### config.mk
export PLATFORM = sky130hd
export DESIGN_NAME = ocbc_fifo
export DESIGN_NICKNAME = d
export VERILOG_FILES = /design/src/rtl/ocbc_pkg.sv /design/src/rtl/ocbc_fifo.sv
export SDC_FILE = /design/constraint.sdc
export NUM_CORES = 1
export LEC_CHECK = 0
export BUFFER_PORTS_ARGS = -buffer_cell sky130_fd_sc_hd__buf_2
export CAP_MARGIN = 20
export CORE_MARGIN = 5
export CORE_UTILIZATION = 50
export CTS_CLUSTER_DIAMETER = 80
export CTS_CLUSTER_SIZE = 12
export DETAILED_ROUTE_END_ITERATION = 10
export PLACE_DENSITY = 0.78
export SLEW_MARGIN = 20
export SYNTH_ARGS = -nofsm -noshare
export SYNTH_HDL_FRONTEND = slang
export SYNTH_SLANG_ARGS = --single-unit
export TNS_END_PERCENT = 1
### constraint.sdc
create_clock -name clk -period 8.4 [get_ports clk]
set_clock_uncertainty 0.1 [all_clocks]
set_input_delay 0.42 -clock clk [delete_from_list [all_inputs] [get_ports clk]]
set_output_delay 0.42 -clock clk [all_outputs]
set_load 0.02 [all_outputs]
### src/rtl/ocbc_pkg.sv
// Shared types and constants for the one-rotor byte cipher.
package ocbc_pkg;

	localparam int BYTE_W     = 8;
	localparam int ROTOR_SIZE = 256;
	localparam int IDX_W      = $clog2(ROTOR_SIZE);

	typedef logic [BYTE_W-1:0] byte_t;

	typedef enum logic [1:0] {
		OP_LOAD_ROT = 2'd0,
		OP_LOAD_REF = 2'd1,
		OP_CIPHER   = 2'd2
	} opcode_t;

	// One classified item in the queue
	typedef struct packed {
		opcode_t kind;
		byte_t   idx;
		byte_t   val;
		byte_t   addr;   // rotor read address for cipher items
		byte_t   n1;
		byte_t   n2;
	} entry_t;

	typedef struct packed {
		byte_t n1;
		byte_t n2;
	} ctr_stat_t;

	typedef struct packed {
		logic full;
		logic empty;
	} fifo_stat_t;

	typedef struct packed {
		logic stall;
		logic pop;
	} back_stat_t;

endpackage

### src/rtl/ocbc_fifo.sv
// Short queue of classified items between the front end and the table pipeline.
module ocbc_fifo #(
	parameter int DEPTH = 4
) (
	input  logic                 clk,
	input  logic                 arst_n,
	input  logic                 push,
	input  ocbc_pkg::entry_t     push_entry,
	input  logic                 pop,
	output ocbc_pkg::entry_t     head,
	output ocbc_pkg::fifo_stat_t stat
);

	localparam int PW = (DEPTH > 2) ? $clog2(DEPTH) : 1;
	localparam int CW = $clog2(DEPTH + 1);

	ocbc_pkg::entry_t mem_q [DEPTH];
	logic [PW-1:0]    wr_ptr_q;
	logic [PW-1:0]    rd_ptr_q;
	logic [CW-1:0]    count_q;
	logic             do_push;
	logic             do_pop;

	assign stat.full  = (count_q == CW'(DEPTH));
	assign stat.empty = (count_q == '0);
	assign do_push    = push && !stat.full;
	assign do_pop     = pop && !stat.empty;
	assign head       = mem_q[rd_ptr_q];

	always_ff @(posedge clk) begin
		if (do_push) begin
			mem_q[wr_ptr_q] <= push_entry;
		end
	end

	always_ff @(posedge clk or negedge arst_n) begin
		if (!arst_n) begin
			wr_ptr_q <= '0;
			rd_ptr_q <= '0;
			count_q  <= '0;
		end else begin
			if (do_push) begin
				wr_ptr_q <= (wr_ptr_q == PW'(DEPTH - 1)) ? '0 : wr_ptr_q + 1'b1;
			end
			if (do_pop) begin
				rd_ptr_q <= (rd_ptr_q == PW'(DEPTH - 1)) ? '0 : rd_ptr_q + 1'b1;
			end
			if (do_push && !do_pop) begin
				count_q <= count_q + 1'b1;
			end else if (do_pop && !do_push) begin
				count_q <= count_q - 1'b1;
			end
		end
	end

endmodule

# After elaboration in Yosys (flattened, before gate mapping)
# Memory sizes are Yosys's and may differ from the RTL's.
# Index checks and enable logic that the tools add are counted.
# word_totals
input_bits	46
mem_bits_rw	168
n_memories	1
reg_bits	7
# op_classes
add_sub_neg	4
muxes	6
n_eq_ne	3
reduce_logical	10
# mem_list
name	depth	width	rd	rd_ports_with_merged_regs	write_ports	line_no	source
mem_q	4	42	1	0	1	ocbc_fifo.sv:17	ocbc_pkg::entry_t mem_q [DEPTH];
# ops
cell	count
$mux W3	2
$add A2 B1 Y2 const B	2
$eq A2 B2 Y1 const B	2
$logic_and A1 B1 Y1	4
$logic_not A1 Y1	4
$mux W2	2
$add A3 B1 Y3 const B	1
$eq A3 B3 Y1 const B	1
$logic_not A3 Y1	1
$sub A3 B1 Y3 const B	1
$mux W1	2
$reduce_bool A2 Y1	1

# Logic depth before layout (Yosys ltp)
# logic_depth
depth_word	7
mapped_depth	8
mapped_depth_nobuf	8

# Worst setup path before layout
# No wires, ideal clock.
# synth_timing
path_kind	register to register
from	reg count_q[2]
to	mem mem_q[3][0] (netlist bit) (enable)
period_less_slack_ps	2947
stages_incl_launch_ff	3
arrival_ps	2405
setup_slack_ps	5453
path_cell_list	dfrtp_1 -> nor3b_4 -> nor2_1
# synth_lines
element	line_no	source
start, declared	ocbc_fifo.sv:20	logic [CW-1:0] count_q;
start signal, assigned	ocbc_fifo.sv:49	count_q <= count_q + 1'b1;
start signal, assigned	ocbc_fifo.sv:51	count_q <= count_q - 1'b1;
end, declared	ocbc_fifo.sv:17	

==> results.yml <==
floorplanning:
  pin_count: 90
  die_h_um: 125
  fp.dieW_um: 125
  start_util: 0.516
  rows: 41
  die_area_mm2: 0.0155
  core_area_mm2: 0.0127
sta:
  max_freq_mhz: 360
  fin_setup_tns_ns: 0
  fin_crit_ns: 2.78
  finalHoldViolations: 0
  timing.final.max_slew_violations: 0
  rsz0062_at_grt: "no"
  worstMarginPinSlew_ns: 0.888
  maxSlewHeadroom: 0.408
  setup_violations: 0
  post-route-period-util: 0.331
critical_path:
  path_class: "register to primary output"
  cp-start-kind: "register"
  cp-end-kind: "primary output"
  ff2ff_setup_slack_ns: 6.06
  cp.required_ns: 7.88
  worstPathArrival_ns: 2.26
  reg2reg_depth: 4
  critical_path_peak_fanout: 45
  crit_chain: "mux4_2 > buf_2"
  critPathSlowestCell: "dfrtp_4"
  critPathMaxStageDelay_ns: 1.02
synthesis:
  ys.warnings.count: 0
  synth-seq-cells: 175
  yosysSeqAreaShare: 0.796
  yosysUniqueCellTypes: 22
  netlist_area_mm2: 0.00656
  synth_nets: 310
  async_reset_ff_frac: 0.0400
  syn_avg_cell_area_um2: 25.5
  synthCells: 257
  synth_edf_count: 168
  ys.flop_type: "edfxtp_1"
outcome:
  outcome: "finished clean"
finish:
  fill_cells: 921
  final_cells: 545
  postLayoutCoreUtil: 0.607
  drive_gt1_frac: 0.466
  regArea_mm2: 0.00523
  nets: 413
  diodes: 0
  multi_input_area_mm2: 0.00123
  area_growth_pct: 17.7
drt:
  first_pass_iters: 4
  route.detailed.drc: 0
  wl_met2_um: 5740
  routed.top_layer: "met4"
  dr.first_iter.drc_count: 169
  viasPerCell: 5.36
  vias: 2919
  wl_met3_um: 571
  wl_per_cell_um: 20.2
  drt.antenna.violating_nets: 0
  drt_wl_total_um: 11000
  wl_met1_um: 4530
cts:
  clock_path_buffers: 2
  tritoncts: "yes"
  cts_setup_buffers: 0
  cts_htree_levels: 4
  clkLatencyLatePin_ns: 0.42
  cts-root-buf: "clkbuf_16"
  cts_buffers: 17
  cts_sinks: 175
  clk_pin_slew_ns: 0.06
job:
  drv_cap: 0
min_path:
  hold_depth: 1
  hold_class: "primary input to register"
global_routing:
  overflow: 0
  grt_pass1_wl_um: 17500
  grt_pass1_vias: 3168
  grt_usage: 0.152
  grt_max_degree: 46
  antenna_found_initial: 0
pwr:
  p_leak_nw: 2.68
  totalPowerFinal_mw: 2.82
  ir_drop_mv: 0.264
  p_per_area_mw_per_mm2: 365
place:
  place_congestion: 0.721
  portBuffers: 89
  dp_cells: 512
  dp_hpwl_um: 6590
## power breakdown
| group | switching [mW] | leakage (nW) | internal [mW] |
|---|---|---|---|
| clock | 0.298 | 0.272 | 0.430 |
| sequential | 0.157 | 1.62 | 1.16 |
| combinational | 0.422 | 0.786 | 0.358 |
## sequential cells by signal (all words and copies together), names as in the netlist
| name | cells |
|---|---|
| mem_q | 168 |
| count_q | 3 |
| wr_ptr_q | 2 |
| rd_ptr_q | 2 |
## layout make-up
type | count | area share
clock buffer | 18 | 0.0556
inverter | 3 | 0.00146
multi-input combinational | 69 | 0.159
timing repair buffer | 94 | 0.0629
sequential | 175 | 0.677
clock inverter | 14 | 0.0162
tap | 172 | 0.0279
## timing repair
item / CTS / global route
gates resized for setup: 0 / 0
hold buffers: 1 / 0
hold endpoints to repair: 7 / 0
## cells by family (layout without fill, tap and decap cells)
kind of cell | Yosys count | in the layout | share of synthesized area
buffers and inverters | 13 | 129 | 0.0187
xor gates and xnor gates | 3 | 3 | 0.00401
and+or+nand+nor | 11 | 11 | 0.0116
muxes | 46 | 46 | 0.152
adders and majority gates | 7 | 7 | 0.0145
AOI/OAI and AO/OA | 2 | 2 | 0.00305
DFF | 175 | 175 | 0.796
## critical path: cells and delay by family (launching register included)
kind / cells / cell delay [ns]
buf+inv: 1 / 0.18
flops: 1 / 1.02
mux: 1 / 0.63
## cell usage after synthesis (2+ instances only)
| cell | count | share of area |
|---|---|---|
| edfxtp_1 | 168 | 0.77 |
| mux4_2 | 42 | 0.14 |
| dfrtp_1 | 7 | 0.027 |
| ha_1 | 6 | 0.011 |
| buf_2 | 5 | 0.0038 |
| and2_1 | 3 | 0.0029 |
| buf_12 | 3 | 0.0092 |
| inv_1 | 3 | 0.0017 |
| nor2_1 | 3 | 0.0017 |
| mux2_1 | 2 | 0.0034 |
| mux2_4 | 2 | 0.0046 |
| nor3_1 | 2 | 0.0015 |
| xor2_1 | 2 | 0.0027 |
## metrics by stage
step                      setup WS, ns  cell area [µm²]  hold slack (ns)
final                             5.62             7720            0.108
after global routing              5.41             7720           0.0863
after CTS                         5.51             7720           0.0850
after detailed placement          5.98             7150            0.170
after global placement            5.99             7150            0.169
after floorplan                   5.45             6560           0.0244
## path summary, 6_finish.rpt
check	startpoint	end
worst min-delay path	push_entry[9]	mem_q[2][9]$_DFFE_PP_
min in group asynchronous	arst_n	count_q[2]$_DFFE_PN0P_
worst min register to register	count_q[2]$_DFFE_PN0P_	count_q[2]$_DFFE_PN0P_
worst max-delay path	rd_ptr_q[0]$_DFFE_PN0P_	head[32]
worst max register to register	count_q[0]$_DFFE_PN0P_	mem_q[1][31]$_DFFE_PP_
max in group asynchronous	arst_n	rd_ptr_q[1]$_DFFE_PN0P_
## routing by layer
layer	track usage	up-vias
li1	-	1296
met1	0.193	1529
met2	0.243	78
met3	0.0527	16
met4	0.0561	0
met5	0	-
## placed cells by master (no fill, tap or decap), drive strengths merged
cell type    instances
dfrtp                7
nor2                 3
edfxtp             168
nor3                 2
bufinv               2
nor3b                1
inv                  3
and2                 3
fa                   1
mux2                 4
xnor2                1
nor2b                1
clkinvlp             2
xor2                 2
o31ai                1
a21o                 1
clkinv              10
dlygate4sd3          1
buf                 93
clkbuf              18
nand2                1
ha                   6
mux4                42
No activity file was read; power rests on OpenSTA's default activity.
