**src/rtl/ocbc_pkg.sv**
```systemverilog
// Shared types and constants for the one-rotor byte cipher.
package ocbc_pkg;

	localparam int BYTE_W     = 8;
	localparam int ROTOR_SIZE = 256;
	localparam int IDX_W      = $clog2(ROTOR_SIZE);

	typedef logic [BYTE_W-1:0] byte_t;

	typedef enum logic [1:0] {
		OP_LOAD_ROT = 2'd0,
		OP_LOAD_REF = 2'd1,
		OP_CIPHER   = 2'd2
	} opcode_t;

	// One classified item in the queue
	typedef struct packed {
		opcode_t kind;
		byte_t   idx;
		byte_t   val;
		byte_t   addr;   // rotor read address for cipher items
		byte_t   n1;
		byte_t   n2;
	} entry_t;

	typedef struct packed {
		byte_t n1;
		byte_t n2;
	} ctr_stat_t;

	typedef struct packed {
		logic full;
		logic empty;
	} fifo_stat_t;

	typedef struct packed {
		logic stall;
		logic pop;
	} back_stat_t;

endpackage

```
**src/rtl/ocbc_front.sv**
```systemverilog
// Front end: accepts items, drops unknown opcodes, stamps cipher items with the counters.
module ocbc_front (
	input  logic                clk,
	input  logic                arst_n,
	input  logic                in_valid,
	output logic                in_ready,
	input  logic [1:0]          opcode,
	input  ocbc_pkg::byte_t     entry_index,
	input  ocbc_pkg::byte_t     entry_value,
	input  ocbc_pkg::fifo_stat_t fifo_stat,
	output logic                push,
	output ocbc_pkg::entry_t    push_entry,
	output ocbc_pkg::ctr_stat_t ctr
);

	ocbc_pkg::byte_t n1_q;
	ocbc_pkg::byte_t n2_q;
	logic            known;
	logic            is_cipher;
	logic            accept;

	always_comb begin
		known     = 1'b0;
		is_cipher = 1'b0;
		unique case (opcode)
			ocbc_pkg::OP_LOAD_ROT, ocbc_pkg::OP_LOAD_REF: known = 1'b1;
			ocbc_pkg::OP_CIPHER: begin
				known     = 1'b1;
				is_cipher = 1'b1;
			end
			default: known = 1'b0;
		endcase
	end

	assign in_ready = !fifo_stat.full;
	assign accept   = in_valid && in_ready;
	assign push     = accept && known;

	always_comb begin
		push_entry.kind = ocbc_pkg::opcode_t'(opcode);
		push_entry.idx  = entry_index;
		push_entry.val  = entry_value;
		push_entry.addr = entry_value + n1_q;
		push_entry.n1   = n1_q;
		push_entry.n2   = n2_q;
	end

	always_ff @(posedge clk or negedge arst_n) begin
		if (!arst_n) begin
			n1_q <= '0;
			n2_q <= '0;
		end else if (accept && is_cipher) begin
			n1_q <= n1_q + 1'b1;
			if (n1_q == '1) begin
				n2_q <= n2_q + 1'b1;
			end
		end
	end

	assign ctr.n1 = n1_q;
	assign ctr.n2 = n2_q;

endmodule

```
**config.mk**
```make
export PLATFORM = sky130hd
export DESIGN_NAME = ocbc_front
export DESIGN_NICKNAME = d
export VERILOG_FILES = /design/src/rtl/ocbc_pkg.sv /design/src/rtl/ocbc_front.sv
export SDC_FILE = /design/constraint.sdc
export NUM_CORES = 1
export LEC_CHECK = 0
export ABC_AREA = 1
export BUFFER_PORTS_ARGS = -buffer_cell sky130_fd_sc_hd__clkbuf_2
export CORE_MARGIN = 2
export CORE_UTILIZATION = 48
export DETAILED_ROUTE_END_ITERATION = 7
export GPL_TIMING_DRIVEN = 0
export PLACE_DENSITY = 0.86
export SETUP_SLACK_MARGIN = 0.4
export SKIP_CTS_REPAIR_TIMING = 1
export SYNTH_ARGS = -nofsm -noshare
export SYNTH_HDL_FRONTEND = slang
export SYNTH_SLANG_ARGS = --single-unit
```
**constraint.sdc**
```tcl
create_clock -name clk -period 2.6 [get_ports clk]
set_input_delay 0 -clock clk [delete_from_list [all_inputs] [get_ports clk]]
set_output_delay 0 -clock clk [all_outputs]
set_load 0.05 [all_outputs]
```
Word-level counts from Yosys, hierarchy flattened. Cells that the tools add are included.

Flip-flop bits (word level): 16. Input port bits: 23. Output and inout bits: 60. Logic and storage cells: 17.

$add $sub $neg: 3. Eq/ne operators: 3. Muxes and demuxes: 2. Reductions and logical operators: 7.

Operator list (count): $add 8x1->8 const B (2); $add 8x8->8 (1); $eq 8x8->1 const B (1); $logic_and 1x1->1 (3); $reduce_or 3->1 (1); $eq 2x1->1 const B (1); $eq 2x2->1 const B (1); $logic_not 2->1 (1); $mux 1 (2); $reduce_and 2->1 (1); $logic_not 1->1 (1).

Longest topological paths before layout. Gate-level depths: netlist (run 1).

Depth in word-level cells: 4. Gate-level depth with buffers: 10. Depth with buffers taken out: 10.

Worst setup path after synthesis (run 1). Ideal clock, no wire load.

Path kind: register -> output. Start point: register n1_q[0]. End point: output push_entry[20] in the netlist's numbering. Data arrival time: 2.425 ns. Setup slack: 0.175 ns. Cell stages (with the launch flop): 9. Path buffers: 0. Cells stage by stage: dfrtp_1 > ha_1 > inv_1 > fa_1 > inv_1 > nand2_1 > nand2_1 > nand2_1 > xnor2_1.

RTL lines: from (decl) (line ocbc_front.sv:16) `ocbc_pkg::byte_t n1_q;`; from (signal assigned) (line ocbc_front.sv:53) `n1_q <= n1_q + 1'b1;`; to (decl) (line ocbc_front.sv:12) `output ocbc_pkg::entry_t push_entry,`.

==> results of run 1 <==
## area by class of cell
class,count,area [sq um]
tap,33,41.3
timing repair buffer,76,393
multi-input combinational,134,739
sequential,16,402
fill,268,1030
buffer,35,263
inverter,25,98.8
clock buffer,4,36.3
## Yosys cell counts, drive strengths merged
cell type | n | share of area
nand2 | 76 | 0.20
buf | 35 | 0.18
inv | 24 | 0.061
dfrtp | 16 | 0.27
nor2 | 13 | 0.045
nand3 | 12 | 0.049
ha | 9 | 0.076
xnor2 | 7 | 0.041
a21oi | 3 | 0.010
nand4 | 3 | 0.013
o21ai | 3 | 0.010
nand3b | 2 | 0.010
or2 | 2 | 0.0084
xor2 | 2 | 0.012
a22oi | 1 | 0.0051
clkinv | 1 | 0.0059
fa | 1 | 0.013
## critical path, delay by kind of cell, from the launching register on
family        cells  cell delay (ns)
simple gates      3             0.23
buf+inv           3             0.41
xor+xnor          1             0.11
flops             1             0.43
fa+ha+maj         2             0.62
## flip-flops by register name, indices dropped and copies added (netlist names)
signal,cells
n1_q,8
n2_q,8
## report_power, final
group	leakage [uW]	internal (uW)	switching, uW
clock network	0.0000210	85.3	84.3
registers	0.000214	287	64.6
logic	0.000958	369	927
## layout by cell type, fill, tap and decap left out, drive strengths merged, types with 2 or more instances in the layout
master | Yosys | final
xnor2 | 7 | 7
buf | 35 | 39
or2 | 2 | 2
inv | 24 | 24
xor2 | 2 | 2
dfrtp | 16 | 16
ha | 9 | 9
nand3 | 12 | 12
clkbuf | 0 | 75
nor2 | 13 | 13
nand4 | 3 | 3
nand2 | 76 | 76
nand3b | 2 | 2
o21ai | 3 | 3
a21oi | 3 | 3
## final timing paths
path / startpoint / endpoint
worst max-delay path: n1_q[0]$_DFFE_PN0P_ / push_entry[20]
worst min-delay path: in_valid / n1_q[7]$_DFFE_PN0P_
worst max register to register: n1_q[0]$_DFFE_PN0P_ / n2_q[7]$_DFFE_PN0P_
worst min register to register: n2_q[7]$_DFFE_PN0P_ / n2_q[7]$_DFFE_PN0P_
max in group asynchronous: arst_n / n1_q[0]$_DFFE_PN0P_
min in group asynchronous: arst_n / n2_q[4]$_DFFE_PN0P_
## per-stage QoR
step           hold slack, ns  instance area (sq um)  instances
2_1_floorplan          -0.296                   1500        210
3_3_place_gp          -0.0527                   1910        316
3_5_place_dp          -0.0498                   1910        316
4_1_cts                -0.374                   1940        320
5_1_grt                 0.169                   1970        323
6_report                0.124                   1970        323
## layer usage
metal / track usage / part of all wire / vias up
li1: - / - / 777
met1: 0.241 / 0.45 / 654
met2: 0.295 / 0.50 / 49
met3: 0.0130 / 0.047 / 0
met4: 0.0286 / 0 / 0
met5: 0 / 0 / -
## cells by family (layout without fill, tap and decap cells)
family                     Yosys count  in the layout  share of synthesized area
DFF                                 16             16                      0.269
xor gates and xnor gates             9              9                     0.0530
adders and majority gates           10             10                     0.0892
and+or+nand+nor                    108            108                      0.320
buffers and inverters               60            140                      0.243
AOI/OAI and AO/OA                    7              7                     0.0252
==> qor.txt, run 1 <==
========================================================================================
Highest ir drop seen on vdd                                                   0.000960 V
Maximum cell stage delay along the critical path                                 0.43 ns
Layout area overhead                                                               32.7%
Clock sinks                                                                           16
TritonCTS clock tree                                                                done
Global-route wire length before repair                                           4.88 mm
Clock-pin slew of the registers on the worst-case setup and hold paths           0.10 ns
Category of the critical setup timing path                                       reg2out
# DRC                                                                                  0
Power density over the cells                                                 921 nW/um^2
GR Overflow Total                                                                      0
Cell depth of the worst flop-to-flop path                                              7
Placement-stage worst setup slack                                               0.708 ns
CTS buffer count                                                                       3
Worst Slack Setup Final                                                         0.523 ns
Number of iterations in the first detailed-routing pass                                4
Cells traversed along the worst timing path                                 ha_1, inv_1, fa_1, inv_1, nand2_1, nand2_1, nand2_1, xnor2_2, buf_2
Maximum level of the CTS H-tree                                                        1
Post-route clock skew                                                        0.000994 ns
Syn_nets                                                                             243
Number of buffers on the longest clock path                                            2
Classification of the worst-slack hold path                                       in2reg
Overall fraction of global-route tracks in use                                     0.172
Library cell used as clock root buffer                                      sky130_fd_sc_hd__clkbuf_4
Library cell contributing the largest single delay on the critical path     sky130_fd_sc_hd__dfrtp_2
Floorplan die height                                                        59.7 microns
Final worst-path cycle share                                                       0.799
CP arrival                                                                       2.08 ns
Tightest slew margin relative to the limit                                         0.734
Critical Path Fanout Max                                                               6
Mean Syn Cell Area                                                            7.08 sq um
Total Neg Setup Slack                                                               0 ns
Netlist cell types                                                                    23
Total half-perimeter wirelength after legalization and detailed placement        2.47 mm
Largest net degree at the start of global routing                                     17
Portion of the post-synthesis area used by sequential elements                     0.269
Remaining antenna violation count after routing                                        0
Vias                                                                               1,480
DR iter-0 viols                                                                       38
Category of the worst setup path capture point                                output pin
Number of antenna violations at the first check in global routing                      0
Final setup violation count                                                            0
Status                                                                      finished clean
RePlAce Congestion                                                                 0.834
Hold Violations, Final                                                                 0
Via count normalized by instance count                                              4.58
Full die area                                                                 3560 sq um
Routed wire length                                                               3.02 mm
Buffers on Ports                                                                      73
Total chip power                                                                 1820 uW
Tightest Pin Transition                                                         0.399 ns
Floorplan row count                                                                   20
Worst skew pair latency                                                          0.29 ns
Final-stage net count                                                                324
WL per Instance                                                             9.34 microns
Synth Instances                                                                      210
Total of flip-flops plus latches after synthesis                                      16
Setup repair after global routing missed its margin                                 true
Flop2flop setup slack                                                            1.30 ns
Core area                                                                     3000 sq um
Utilization after layout                                                           0.657
Time the final worst path needs with I/O delays and setup                        2.08 ns
Post-Syn Area                                                                 1490 sq um
Worst Hold Path Cells                                                                  6
Number of ports placed on the die boundary                                            83
Worst path required time                                                         2.60 ns
Launching element type of the critical path                                         flop
Initial core utilization                                                           0.495
Die W                                                                       59.7 microns
Count of final max-slew check failures                                                 0
Number of global-route vias before repair                                          1,140
Cell seen most often among critical-path stages                             sky130_fd_sc_hd__nand2_1
Diode count                                                                            0
Count of synthesis-stage warnings from yosys                                           0
Share of post-route cells with drive strength above 1                              0.438
Leakage power total                                                           0.00119 uW
Achievable Freq                                                                0.481 GHz
Max_cap viols                                                                          0
========================================================================================
(Power assumes the default switching activity.)
==> run 2: changes to the inputs <==
CORE_UTILIZATION = 40   (was 48)
PLACE_DENSITY = 0.76   (was 0.86)
clock period = 1.7 ns   (was 2.6 ns; I/O delays follow)
==> qor.txt, run 2 (synthesis gave the netlist of run 1 again) <==
========================================================================================
Status                                                                      finished with violations
Violations in the final reports                                             setup timing
Worst path required time                                                         1.70 ns
Worst hold slack                                                                0.185 ns
Sequential cell area                                                           418 sq um
Final-stage net count                                                                337
Overall fraction of global-route tracks in use                                     0.153
Maximum cell stage delay along the critical path                                 0.46 ns
RePlAce Congestion                                                                 0.824
Placement-stage worst setup slack                                              -0.101 ns
Number of global-route vias before repair                                          1,239
Floorplan die height                                                        65.0 microns
Classification of the worst-slack hold path                                       in2reg
Met3 Routed Length                                                           204 microns
Number of buffers on the longest clock path                                            2
Global-route wire length before repair                                           5.23 mm
Clock power frac                                                                   0.093
Cell depth of the worst flop-to-flop path                                              8
Count of final max-slew check failures                                                 0
CTS buffer count                                                                       3
Post-route clock skew                                                         0.00504 ns
# DRC                                                                                  0
WL per Instance                                                             10.4 microns
Category of the critical setup timing path                                       reg2out
FF-to-FF Start                                                              n1_q[0]$_DFFE_PN0P_
Library cell contributing the largest single delay on the critical path     sky130_fd_sc_hd__dfrtp_4
Share of post-route cells with drive strength above 1                              0.604
Full die area                                                                 4220 sq um
Die W                                                                       65.0 microns
Floorplan row count                                                                   22
Remaining antenna violation count after routing                                        0
Start point of the worst hold path                                              in_valid
Via count normalized by instance count                                              4.46
Number of iterations in the first detailed-routing pass                                4
Clock-pin slew of the registers on the worst-case setup and hold paths           0.07 ns
Maximum level of the CTS H-tree                                                        1
Buffers on Ports                                                                      73
Diode count                                                                            0
Cell count after placement                                                           331
Tightest slew margin relative to the limit                                         0.724
Time the final worst path needs with I/O delays and setup                        1.93 ns
Initial core utilization                                                           0.412
Flop2flop setup slack                                                            0.27 ns
Max_cap viols                                                                          0
Combinational group share of total power                                           0.755
Largest net degree at the start of global routing                                     17
Total half-perimeter wirelength after legalization and detailed placement        2.59 mm
Top Metal Used                                                                      met4
Total area of multi-input combinational cells                                  963 sq um
Setup repair after global routing missed its margin                                 true
Tightest Pin Transition                                                         0.414 ns
Non-filler instance count after layout                                               351
Filler Cell Count                                                                    312
Cells traversed along the worst timing path                                 ha_4, inv_2, fa_2, inv_2, nand2_2, nand2_2, nand3b_1, nand2_1, nand2_2, nand2_4, buf_8
DR iter-0 viols                                                                       59
Worst Hold Path Cells                                                                  5
Portion of total power attributed to sequential cells                              0.152
Capture endpoint of the worst hold path                                     n1_q[3]$_DFFE_PN0P_
R2R Path End                                                                n2_q[0]$_DFFE_PN0P_
Worst Slack Setup Final                                                        -0.232 ns
Detailed-routed wire length on met2                                              1.87 mm
Commonest non-fill, non-tap cell in the layout                              sky130_fd_sc_hd__clkbuf_2
Routed wire length                                                               3.64 mm
Number of antenna violations at the first check in global routing                      0
Clock sinks                                                                           16
Launching element type of the critical path                                         flop
Achievable Freq                                                                0.518 GHz
Worst skew pair latency                                                          0.25 ns
Final worst-path cycle share                                                        1.14
Largest registers ranked by flip-flop count                                 n1_q: 8 flops, n2_q: 8 flops
Cell seen most often among critical-path stages                             sky130_fd_sc_hd__nand2_2
TritonCTS clock tree                                                                done
CP arrival                                                                       1.93 ns
GR Overflow Total                                                                      0
Final setup violation count                                                            3
Category of the worst setup path capture point                                output pin
Library cell used as clock root buffer                                      sky130_fd_sc_hd__clkbuf_8
WL met1                                                                          1.53 mm
Hold Violations, Final                                                                 0
Reported net switching power                                                     1900 uW
Layout area overhead                                                               61.0%
Highest-count cells in the layout ignoring fill and taps                    sky130_fd_sc_hd__clkbuf_2, sky130_fd_sc_hd__nand2_1, sky130_fd_sc_hd__buf_4
Highest ir drop seen on vdd                                                    0.00102 V
Fraction of power spent switching nets                                             0.524
Core area                                                                     3610 sq um
Critical Path Fanout Max                                                               5
Vias                                                                               1,565
Number of ports placed on the die boundary                                            83
Leakage power total                                                           0.00127 uW
Int Power                                                                        1720 uW
Power density over the cells                                                1510 nW/um^2
========================================================================================
run 2: cell types whose count changed in the layout (fill, tap and decap cells not counted), sizes merged:
| cell | change |
|---|---|
| clkbuf | -6 |
| buf | +18 |
| nand3 | +1 |
run 2: area by class of cell:
cell class                 count  share of cell area
buffer                        35               0.110
sequential                    16               0.175
tap                           48              0.0251
multi-input combinational    135               0.403
timing repair buffer          88               0.224
clock buffer                   4              0.0230
inverter                      25              0.0413
run 2: worst max path at each step:
stage | end | slack [ns] | startpoint | depth (start not counted)
global placement | push_entry[22] | -0.08 | n1_q[0]$_DFFE_PN0P_ | 11
detailed placement | push_entry[22] | -0.10 | n1_q[0]$_DFFE_PN0P_ | 11
floorplan | push_entry[20] | -0.02 | n1_q[0]$_DFFE_PN0P_ | 8
finish | push_entry[22] | -0.23 | n1_q[0]$_DFFE_PN0P_ | 11
global route | push_entry[22] | -0.33 | n1_q[0]$_DFFE_PN0P_ | 11
CTS | push_entry[22] | -0.38 | n1_q[0]$_DFFE_PN0P_ | 11
run 2: per-layer routing:
metal  track usage  vias up
met4        0.0426        0
met2         0.271       53
met1         0.199      701
li1              -      807
met5             0        -
met3        0.0122        4
run 2: power groups by stage:
stage	clock [uW]	combinational (uW)	sequential (uW)
floorplan	0	1660	775
global route	371	2870	558
CTS	345	2210	595
global placement	0	2180	599
detailed placement	0	2200	603
finish	338	2730	550
run 2: critical path: cells and delay by family, from the launching register on:
kind	cells	cell delay, ns
and+or+nand+nor	6	0.44
DFF	1	0.46
adders and majority gates	2	0.54
buffers and inverters	3	0.25
run 2: metrics by stage:
step	instance area [sq um]	power [uW]	TNS, ns	utilization
final	2390	3620	-0.523	0.664
after global routing	2390	3800	-0.819	0.664
after CTS	2140	3150	-1.23	0.593
after detailed placement	2080	2800	-0.143	0.578
after global placement	2080	2780	-0.111	0.578
after floorplan	1660	2440	-0.0213	-
==> run 3: changes to the inputs <==
==> constraint.sdc (replaced) <==
create_clock -name clk -period 1.7 [get_ports clk]
set_input_delay 0.17 -clock clk [delete_from_list [all_inputs] [get_ports clk]]
set_output_delay 0.17 -clock clk [all_outputs]
set_load 0.05 [all_outputs]
==> qor.txt, run 3 (synthesis gave the netlist of run 1 again) <==
========================================================================================
Final worst-path cycle share                                                        1.24
Clock-pin slew of the registers on the worst-case setup and hold paths           0.06 ns
Critical path endpoint                                                      push_entry[22]
Die W                                                                       65.0 microns
Library cell used as clock root buffer                                      sky130_fd_sc_hd__clkbuf_8
R2R Path End                                                                n2_q[3]$_DFFE_PN0P_
Number of ports placed on the die boundary                                            83
RePlAce Congestion                                                                 0.821
Floorplan die height                                                        65.0 microns
Diode count                                                                            0
Cell count after placement                                                           331
GR Overflow Total                                                                      0
Maximum cell stage delay along the critical path                                 0.46 ns
Clock sinks                                                                           16
Worst path buffer plus inverter count                                                  3
Number of antenna violations at the first check in global routing                      0
Time the final worst path needs with I/O delays and setup                        2.11 ns
Maximum level of the CTS H-tree                                                        1
Largest registers ranked by flip-flop count                                 n1_q: 8 flops, n2_q: 8 flops
Floorplan row count                                                                   22
Post-detailed-placement cell area                                             2090 sq um
Via count normalized by instance count                                              4.50
CTS buffer count                                                                       3
Category of the critical setup timing path                                       reg2out
Highest-count cells in the layout ignoring fill and taps                    sky130_fd_sc_hd__nand2_1, sky130_fd_sc_hd__clkbuf_2, sky130_fd_sc_hd__buf_4
Final-stage net count                                                                332
Classification of the worst-slack hold path                                       in2reg
Leakage power total                                                           0.00126 uW
Critical Path Fanout Max                                                               5
Worst skew pair latency                                                          0.25 ns
Buffers on Ports                                                                      73
Most used routing layer                                                             met2
Setup repair after global routing missed its margin                                 true
Share of post-route cells with drive strength above 1                              0.581
Cell depth of the worst flop-to-flop path                                              8
Largest net degree at the start of global routing                                     17
Category of the worst setup path capture point                                output pin
Highest ir drop seen on vdd                                                    0.00144 V
Remaining antenna violation count after routing                                        0
Total chip power                                                                 3620 uW
Tightest slew margin relative to the limit                                         0.714
# DRC                                                                                  0
Commonest non-fill, non-tap cell in the layout                              sky130_fd_sc_hd__nand2_1
Library cell contributing the largest single delay on the critical path     sky130_fd_sc_hd__dfrtp_4
Initial core utilization                                                           0.412
Worst Slack Setup Final                                                        -0.413 ns
Global-route wire length before repair                                           5.55 mm
CP arrival                                                                       1.94 ns
Cell family contributing the most delay on the critical path                 adder cells
FF-to-FF Start                                                              n1_q[0]$_DFFE_PN0P_
Crit path launch                                                            n1_q[0]$_DFFE_PN0P_
Flop2flop setup slack                                                            0.30 ns
Count of cell instances traversed by the critical path                                11
Max_cap viols                                                                          0
DR iter-0 viols                                                                       51
Total half-perimeter wirelength after legalization and detailed placement        2.73 mm
Hold Violations, Final                                                                 0
Power density over the cells                                                1550 nW/um^2
Post-route clock skew                                                         0.00132 ns
Status                                                                      finished with violations
Overall fraction of global-route tracks in use                                     0.161
Layout area overhead                                                               57.2%
Number of buffers on the longest clock path                                            2
Number of iterations in the first detailed-routing pass                                4
Launching element type of the critical path                                         flop
TritonCTS clock tree                                                                done
Non-filler instance count after layout                                               346
Routed wire length                                                               3.67 mm
Vias                                                                               1,557
Worst path required time                                                         1.53 ns
Met3 capacity usage during global routing                                         0.0104
Count of final max-slew check failures                                                 0
Full die area                                                                 4220 sq um
Number of global-route vias before repair                                          1,356
Non-Filler Cell Area, Final                                                   2340 sq um
Global-route track usage on met1                                                   0.200
Achievable Freq                                                                0.473 GHz
Tightest Pin Transition                                                         0.428 ns
Core area                                                                     3610 sq um
Placement-stage worst setup slack                                              -0.305 ns
Final setup violation count                                                            7
Violations in the final reports                                             setup timing
WL per Instance                                                             10.6 microns
Met2 demand-to-capacity share in global routing                                    0.295
Cells traversed along the worst timing path                                 ha_4, inv_2, fa_2, inv_2, nand2_2, nand2_4, nand3b_1, nand2_1, nand2_2, nand2_4, buf_8
========================================================================================
-- run 3: cell count changes in the layout (fill, tap and decap cells not counted), sizes merged --
| cell | delta |
|---|---|
| buf | +1 |
| clkbuf | -6 |
-- run 3: per-stage QoR --
stage | setup TNS (ns) | hold slack [ns] | utilization
after floorplan | -0.381 | -0.126 | -
after detailed placement | -0.720 | 0.120 | 0.579
after global routing | -2.34 | 0.386 | 0.648
after CTS | -2.50 | -0.146 | 0.592
final | -1.84 | 0.348 | 0.648
after global placement | -0.604 | 0.119 | 0.579
-- run 3: how the worst min path moves through the flow --
stage                     cells after the start                   to  slack (ns)     start
after floorplan                               0  n1_q[1]$_DFFE_PN0P_       -0.13    arst_n
after CTS                                     1  n2_q[6]$_DFFE_PN0P_       -0.15    arst_n
after global placement                        1  n2_q[5]$_DFFE_PN0P_        0.12    arst_n
after detailed placement                      1  n2_q[5]$_DFFE_PN0P_        0.12    arst_n
final                                         5  n2_q[2]$_DFFE_PN0P_        0.35  in_valid
after global routing                          5  n2_q[2]$_DFFE_PN0P_        0.39  in_valid
-- run 3: final cells by class --
cell class / count / area (sq um)
buffer: 35 / 263
clock buffer: 4 / 45.0
fill: 316 / 1270
inverter: 25 / 98.8
multi-input combinational: 135 / 940
sequential: 16 / 419
tap: 48 / 60.1
timing repair buffer: 83 / 512
-- run 3: metal layers --
metal | vias to the layer above | routed length [microns]
met2 | 41 | 1960
met5 | - | 0
met4 | 0 | 24
met3 | 2 | 142
li1 | 792 | -
met1 | 722 | 1540
-- run 3: power breakdown --
group / leakage (uW) / switching [uW] / total [uW] / internal, uW
Combinational: 0.00104 / 1680 / 2770 / 1090
Sequential: 0.000196 / 102 / 557 / 455
Clock: 0.0000228 / 128 / 294 / 166
-- run 3: tightest hold or removal path, stage by stage --
cell and delay, ns:
sky130_fd_sc_hd__clkbuf_2 0.08, sky130_fd_sc_hd__nand2_2 0.09, sky130_fd_sc_hd__nor2_4 0.07, sky130_fd_sc_hd__nand3_4 0.09, sky130_fd_sc_hd__o21ai_1 0.06
